===== src/hdl/fpa_pkg.sv =====
// Package for the Q24.8 fixed-point ALU: operation codes, the classified
// item handed from front to back, and default sizes. No dependencies.
`default_nettype none
package fpa_pkg;

    localparam int FRAC_BITS_DEF = 8;
    localparam int QUEUE_DEPTH   = 2;

    typedef enum logic [3:0] {
        KIND_ADD    = 4'd0,
        KIND_SUB    = 4'd1,
        KIND_MUL    = 4'd2,
        KIND_DIV    = 4'd3,
        KIND_MIN    = 4'd4,
        KIND_MAX    = 4'd5,
        KIND_CMP    = 4'd6,
        KIND_INC    = 4'd7,
        KIND_DEC    = 4'd8,
        KIND_TO_INT = 4'd9
    } kind_t;

    // Everything but the dividend, whose width follows FRAC_BITS
    typedef struct packed {
        logic        is_div;
        logic        neg;
        logic [31:0] dsr;
        logic [31:0] res;
        logic        gt;
        logic        lt;
        logic        eq;
        logic        dz;
    } fpa_item_t;

endpackage
`default_nettype wire


===== src/hdl/fpa_front.sv =====
// Front end: decodes one beat, computes every result but the quotient and
// prepares the divider operands. Depends on fpa_pkg.
`default_nettype none
module fpa_front #(
    parameter int FRAC_BITS = fpa_pkg::FRAC_BITS_DEF
) (
    input  logic                  [3:0]            kind,
    input  logic signed           [31:0]           a_raw,
    input  logic signed           [31:0]           b_raw,
    output fpa_pkg::fpa_item_t                     item,
    output logic                  [32+FRAC_BITS-1:0] dvd
);
    import fpa_pkg::*;

    logic signed [63:0] prod;
    logic        [31:0] a_mag;
    logic        [31:0] b_mag;
    logic               b_zero;

    assign prod   = a_raw * b_raw;
    assign a_mag  = a_raw[31] ? (~a_raw + 32'd1) : a_raw;
    assign b_mag  = b_raw[31] ? (~b_raw + 32'd1) : b_raw;
    assign b_zero = (b_raw == 32'sd0);
    assign dvd    = {a_mag, {FRAC_BITS{1'b0}}};

    always_comb
    begin
        item        = '0;
        item.gt     = (a_raw > b_raw);
        item.lt     = (a_raw < b_raw);
        item.eq     = (a_raw == b_raw);
        item.neg    = a_raw[31] ^ b_raw[31];
        item.dsr    = b_mag;
        unique case (kind_t'(kind))
            KIND_ADD:    item.res = a_raw + b_raw;
            KIND_SUB:    item.res = a_raw - b_raw;
            KIND_MUL:    item.res = prod[FRAC_BITS+31:FRAC_BITS];
            KIND_DIV:
            begin
                item.is_div = ~b_zero;
                item.dz     = b_zero;
            end
            KIND_MIN:    item.res = (a_raw <= b_raw) ? a_raw : b_raw;
            KIND_MAX:    item.res = (a_raw >= b_raw) ? a_raw : b_raw;
            KIND_CMP:    item.res = '0;
            KIND_INC:    item.res = a_raw + 32'sd1;
            KIND_DEC:    item.res = a_raw - 32'sd1;
            KIND_TO_INT: item.res = a_raw >>> FRAC_BITS;
            default:     item.res = '0;
        endcase
    end

endmodule
`default_nettype wire


===== config.mk =====
export PLATFORM = sky130hd
export DESIGN_NAME = fpa_front
export DESIGN_NICKNAME = d
export VERILOG_FILES = /design/src/hdl/fpa_pkg.sv /design/src/hdl/fpa_front.sv
export SDC_FILE = /design/constraint.sdc
export NUM_CORES = 2
export LEC_CHECK = 0
export BUFFER_PORTS_ARGS = -buffer_cell sky130_fd_sc_hd__buf_2
export CELL_PAD_IN_SITES_DETAIL_PLACEMENT = 1
export CELL_PAD_IN_SITES_GLOBAL_PLACEMENT = 1
export CORE_MARGIN = 4
export CORE_UTILIZATION = 40
export DETAILED_ROUTE_END_ITERATION = 10
export MAX_ROUTING_LAYER = met4
export PLACE_DENSITY = 0.8
export SKIP_LAST_GASP = 1
export SYNTH_ARGS = -nofsm -noshare
export SYNTH_HDL_FRONTEND = slang
export SYNTH_SLANG_ARGS = --single-unit

===== constraint.sdc =====
create_clock -name vclk -period 17.19
set_clock_uncertainty 0.1 [all_clocks]
set_input_delay 1.719 -clock vclk [all_inputs]
set_output_delay 1.719 -clock vclk [all_outputs]
set_load 0.1 [all_outputs]

==> out/metrics.yaml <==
io_buffers: 170
fmax_ghz: 0.0803
worstPathMaxFanout: 34
outcome: "completed"
core_area_um2: 73200
die_area_um2: 78500
required_ps: 15370
hold_path_class: "input port to output pin"
grt_max_degree: 47
drive_gt1_share_pct: 6.57
ys_types: 74
syn_to_final_growth_pct: 5.21
post-route-drc-count: 0
synth_area_leader_cell: "fa_1"
vias: 25700
grt_setup_unrepaired: "no"
postSynthCellCount: 3507
io_pins: 178
yosys-top-cells-count: "inv_1 (707), fa_1 (644), and2_1 (407), nand2_1 (359), ha_1 (240)"
period_share_pct: 72.4
start_util_pct: 40.5
yosysTopAreaCellShare_pct: 43.5
seq_area_um2: 0
seq_cells: 0
postCtsHoldBufs: 0
clock_buffer_count: 0
drt_iter0_drc: 2370
antenna_left: 0
setup_viol: 0
die_y_um: 280
fin_crit_ps: 12450
yosysMostFrequentCell: "inv_1"
final_nets: 4456
tightest_slew_ps: 1090
crit_type: "input port to output pin"
post_cts.repair.setup_buffers: 0
slew_violations: 0
cts_resized: 0
die_x_um: 280
worstHoldStart: "a_raw[0]"
slew_headroom_pct: 27.1
wl_per_cell_um: 25.3
place.gp.congestion: 0.965
whs_path_depth: 2
std_cell_rows: 99
cap_viol_max_count: 0
grt_pass1_vias: 28500
avgSynthCellArea_um2: 8.45
cp-start-kind: "input port"
hold_end: "dvd[8]"
ys_seq_area_share_pct: 0
dr.pass1.iters: 5
finalHoldViolCount: 0
dp_hpwl_um: 86500
overflow: 0
antenna_found_initial: 3
ys.warnings.count: 0
critPathCaptureType: "output pin"
synthTopCellsByArea: "fa_1 (43%), ha_1 (10%), inv_1 (9.0%)"
synthesis.area_um2: 29600
fillCellCount: 8825
setup_tns_ps: 0
track_usage_pct: 29.7
grt_pass1_wl_um: 172000
post_drt_via_cell_ratio: 5.75
arrival_ps: 10630
wl_um: 113000
through the flow:
stage               cell area, um^2  setup slack, ps  hold slack (ps)  instances  util [%]
global route                  31200             4470             4020       4462      42.6
CTS                           31200             4840             3990       4461      42.6
global placement              31200             4980             4000       4461      42.6
finish                        31200             4740             4000       4467      42.6
floorplan                     29700             5470             3550       3514         -
detailed placement            31200             4920             3990       4461      42.6
cells in the final DEF (no fill, tap or decap), drive strengths merged, types with 22 or more instances in the layout:
| master | count |
|---|---|
| buf | 213 |
| o21ai | 111 |
| inv | 708 |
| ha | 240 |
| nand2 | 359 |
| nand4 | 22 |
| a21o | 34 |
| fa | 644 |
| nand3 | 28 |
| a21oi | 83 |
| nand2b | 33 |
| and2 | 407 |
| xor2 | 37 |
| nor2 | 100 |
| xnor2 | 181 |
| nor3 | 28 |
worst max-delay path, stage by stage:
cell	delay, ps
buf_2	170
buf_4	580
and2_1	260
fa_1	450
fa_1	530
inv_1	50
fa_1	460
fa_1	520
inv_1	60
fa_1	550
fa_1	430
fa_1	520
fa_1	430
ha_1	400
a21o_1	220
a221oi_1	310
o21ai_0	200
or3_1	370
o22ai_1	550
a211oi_1	270
o41ai_1	380
xnor2_1	130
a221oi_1	350
o221ai_1	300
buf_2	370
layer usage:
layer | up-vias | global-route usage (%) | part of all wire, %
met3 | 297 | 3.98 | 9.2
met2 | 1332 | 46.5 | 45
met5 | - | - | 0
met4 | 0 | 12.2 | 4.8
met1 | 13400 | 39.1 | 41
li1 | 10700 | - | -
how the worst max path moves through the flow:
stage	startpoint	endpoint	slack, ps	cells past startpoint
after floorplan	b_raw[9]	item[35]	5470	25
after global placement	a_raw[13]	item[35]	4980	25
after detailed placement	a_raw[13]	item[35]	4920	25
after CTS	a_raw[13]	item[35]	4840	25
after global routing	a_raw[10]	item[35]	4470	25
final	a_raw[10]	item[35]	4740	25
cells by family after synthesis:
kind of cell	synth area share, %
and+or+nand+nor	18.3
AOI/OAI and AO/OA	9.04
buffers and inverters	12.0
other	0.0126
adders and majority gates	53.6
xor gates and xnor gates	6.44
muxes	0.608
area by class of cell:
cell class / instances / area, um^2 / area share, %
Inverter: 708 / 2660 / 8.52
Tap cell: 959 / 1200 / 3.85
Antenna cell: 6 / 15.0 / 0.0481
Multi-Input combinational cell: 2581 / 26100 / 83.8
Timing Repair Buffer: 213 / 1170 / 3.76
