### src/hdl/fpa_pkg.sv
// Package for the Q24.8 fixed-point ALU: operation codes, the classified
// item handed from front to back, and default sizes. No dependencies.
`default_nettype none
package fpa_pkg;

    localparam int FRAC_BITS_DEF = 8;
    localparam int QUEUE_DEPTH   = 2;

    typedef enum logic [3:0] {
        KIND_ADD    = 4'd0,
        KIND_SUB    = 4'd1,
        KIND_MUL    = 4'd2,
        KIND_DIV    = 4'd3,
        KIND_MIN    = 4'd4,
        KIND_MAX    = 4'd5,
        KIND_CMP    = 4'd6,
        KIND_INC    = 4'd7,
        KIND_DEC    = 4'd8,
        KIND_TO_INT = 4'd9
    } kind_t;

    // Everything but the dividend, whose width follows FRAC_BITS
    typedef struct packed {
        logic        is_div;
        logic        neg;
        logic [31:0] dsr;
        logic [31:0] res;
        logic        gt;
        logic        lt;
        logic        eq;
        logic        dz;
    } fpa_item_t;

endpackage
`default_nettype wire

### src/hdl/fpa_queue.sv
// Short queue between front and back so either side may stall.
// Depends on fpa_pkg for its depth.
`default_nettype none
module fpa_queue #(
    parameter int DATA_W = 8
) (
    input  logic              clk,
    input  logic              rst_n,
    input  logic              wr_en,
    input  logic [DATA_W-1:0] wr_data,
    input  logic              rd_en,
    output logic [DATA_W-1:0] rd_data,
    output logic              q_full,
    output logic              q_empty
);
    import fpa_pkg::*;

    localparam int AW = (QUEUE_DEPTH > 1) ? $clog2(QUEUE_DEPTH) : 1;

    logic [DATA_W-1:0] mem_reg [0:QUEUE_DEPTH-1];
    logic [AW-1:0]     wr_ptr_reg, rd_ptr_reg;
    logic [AW:0]       count_reg;

    function automatic logic [AW-1:0] ptr_inc(input logic [AW-1:0] p);
        return (p == AW'(QUEUE_DEPTH - 1)) ? '0 : p + AW'(1);
    endfunction

    assign q_full  = (count_reg == (AW+1)'(QUEUE_DEPTH));
    assign q_empty = (count_reg == '0);
    assign rd_data = mem_reg[rd_ptr_reg];

    always_ff @(posedge clk)
    begin
        if (wr_en)
        begin
            mem_reg[wr_ptr_reg] <= wr_data;
        end
    end

    always_ff @(posedge clk or negedge rst_n)
    begin
        if (!rst_n)
        begin
            wr_ptr_reg <= '0;
            rd_ptr_reg <= '0;
            count_reg  <= '0;
        end
        else
        begin
            if (wr_en)
            begin
                wr_ptr_reg <= ptr_inc(wr_ptr_reg);
            end
            if (rd_en)
            begin
                rd_ptr_reg <= ptr_inc(rd_ptr_reg);
            end
            count_reg <= count_reg + (AW+1)'(wr_en) - (AW+1)'(rd_en);
        end
    end

endmodule
`default_nettype wire

### config.mk
export PLATFORM = sky130hd
export DESIGN_NAME = fpa_queue
export DESIGN_NICKNAME = d
export VERILOG_FILES = /design/src/hdl/fpa_pkg.sv /design/src/hdl/fpa_queue.sv
export SDC_FILE = /design/constraint.sdc
export NUM_CORES = 1
export LEC_CHECK = 0
export BUFFER_PORTS_ARGS = -buffer_cell sky130_fd_sc_hd__buf_2
export CORE_MARGIN = 5
export CORE_UTILIZATION = 24
export CTS_CLUSTER_DIAMETER = 80
export CTS_CLUSTER_SIZE = 12
export DETAILED_ROUTE_END_ITERATION = 8
export HOLD_SLACK_MARGIN = 0.12
export PLACE_DENSITY = 0.51
export SYNTH_ARGS = -nofsm -noshare
export SYNTH_HDL_FRONTEND = slang
export SYNTH_SLANG_ARGS = --single-unit
export TNS_END_PERCENT = 100
### constraint.sdc
create_clock -name clk -period 3.8 [get_ports clk]
set_input_delay 0.76 -clock clk [delete_from_list [all_inputs] [get_ports clk]]
set_output_delay 0.76 -clock clk [all_outputs]
set_load 0.03 [all_outputs]
==> metrics.cfg <==
[setup_path]
cp.arrival_ns = 1.52
end_kind = primary output
slowest_stage = dfrtp_1
worstPathCellList = mux2_4 -> buf_2
timing.critical_path.buf_inv = 1
start_kind = flop
critical-path-top-delay-family = flip-flops
crit_fanout = 9
cp.required_ns = 3.04
worstSetupPathType = flop to primary output
max_stage_delay_ns = 0.71

[drt]
drtIter0Drc = 5
vias = 410
ant_nets = 0
dr_wl_met2_um = 572
drt_first_pass_iters = 2
wl_um = 1290
drc = 0
vias_per_cell = 3.73
routed.top_layer = met3
wl_per_cell_um = 11.7
wl_met1_um = 585
dr_wl_met3_um = 128

[floorplan]
die_area_sq_um = 4630
chipWidth_um = 68.0
io_pins = 22
die_h_um = 68.0
core_sq_um = 3310
core.rowCount = 21
initial_core_util_pct = 24.4

[placement]
place.detailed.hpwl_um = 982
port-buffer-count = 21
finalWeightedCongestion = 0.651
pre_cts_ws_ns = 1.83

[sta]
rsz0062_at_grt = false
drv_slew = 0
tightest_slew_ns = 0.743
final_hold_viol_count = 0
finalCriticalPeriod_ns = 2.28
slew_headroom_pct = 50.4
skew_ns = 0.00686
finalSetupViolations = 0
fmax_ghz = 0.438
fin_crit_sh_pct = 60.1
setup_slack_ns = 1.52
tns_ns = 0

[yosys]
syn-cell-area_sq_um = 808
synth-seq-area-share_pct = 71.8
synth_cell_types = 11
ys_warn_count = 0
synth.largest_area_cell = edfxtp_1
synth_cells = 40
ys_seq_elements = 20
post_synth_main_area_contributors = edfxtp_1, mux2_4, dfrtp_1, ha_1, xor3_1
synth.avg_cell_area_sq_um = 20.2
synth_top_area_share_pct = 59.4
syn-num-nets = 54

[grt]
gr-total-overflow = 0
grt_max_degree = 13
gr-usage-all-layers_pct = 6.38
grt_pass1_wl_um = 2110
grt_pass1_vias = 450
antenna_found_initial = 0

[clocking]
cts_buffer_depth = 2
cts_max_level = 1
clk_pin_slew_ns = 0.11
cts_tree = done
numCtsBuffers = 3
cts.sinks = 20
clock_tree.root_cell = clkbuf_4
cts_resized = 0
insertion_delay_ns = 0.30
holdBufCountCts = 0
cts_setup_buffers = 0

[layout]
post-route-util_pct = 30.6
fin_nets = 79
area_growth_pct = 25.2
diodes = 0
largest_reg_flops = 16
final_cell_mix = buf_2, edfxtp_1, mux2_4
drive_above_1_share_pct = 51.6
final_common_cell = buf_2

[power]
leakage_nw = 0.434
powerDensity_nw_per_um2 = 797
max-vdd-ir-drop_uv = 327

[run_status]
status = finished clean

[worst_hold_path]
min-delay-path-class = input port to async pin

[flow_run]
drv_cap = 0

-- path summary, 6_finish.rpt --
check                             start            to  slack [ns]  depth (start not counted)
setup / recovery             rd_ptr_reg    rd_data[5]        1.52                          2
hold / removal                    rst_n  count_reg[0]        0.25                          1
setup reg to reg           count_reg[0]  count_reg[1]        2.41                          5
hold reg to reg              wr_ptr_reg    wr_ptr_reg        0.50                          1
max in group asynchronous         rst_n    rd_ptr_reg        3.43                          1
min in group clk             wr_ptr_reg    wr_ptr_reg        0.50                          1
-- routing by layer --
metal  global-route usage [%]  up-vias
li1                         -      193
met1                     8.19      196
met2                     9.03       21
met3                     3.94        0
met4                     1.49        0
met5                        0        -
-- cells in the mapped netlist --
cell and instances:
edfxtp_1 16, dfrtp_1 4, and2_1 1, ha_1 2
xor3_1 1, mux2_4 8, nor2_1 1, inv_1 2
buf_6 1, nor2b_1 2, xor2_1 2
-- report_power, final --
group / total, W / switching [W] / leakage [nW] / internal (W)
clock network: 0.000171 / 0.0000648 / 0.0279 / 0.000107
registers: 0.000346 / 0.0000484 / 0.197 / 0.000298
logic: 0.000288 / 0.000157 / 0.209 / 0.000132
total: 0.000806 / 0.000270 / 0.434 / 0.000536
-- cell type report --
class | count | area, sq um
Multi-Input combinational cell | 17 | 209
Timing Repair Buffer | 21 | 105
Tap cell | 46 | 57.6
Fill cell | 352 | 2300
Clock inverter | 1 | 30.0
Clock buffer | 3 | 22.5
Inverter | 2 | 7.51
Sequential cell | 20 | 581
-- cell families after synthesis --
kind of cell               Yosys count  share of synthesized area (%)
adders and majority gates            2                           3.10
and+or+nand+nor                      4                           2.79
DFF                                 20                           71.8
buffers and inverters                3                           2.32
xor gates and xnor gates             3                           5.11
muxes                                8                           14.9
-- stage by stage --
stage / power [W] / cell area, sq um / std cells / hold slack [ns]
CTS: 0.000823 / 1010 / 110 / 0.240
global route: 0.000852 / 1010 / 110 / 0.231
global placement: 0.000643 / 960 / 106 / 0.466
finish: 0.000806 / 1010 / 110 / 0.250
floorplan: 0.000581 / 808 / 40 / 0.453
detailed placement: 0.000649 / 960 / 106 / 0.482
Power figures use the tool's default switching activity.
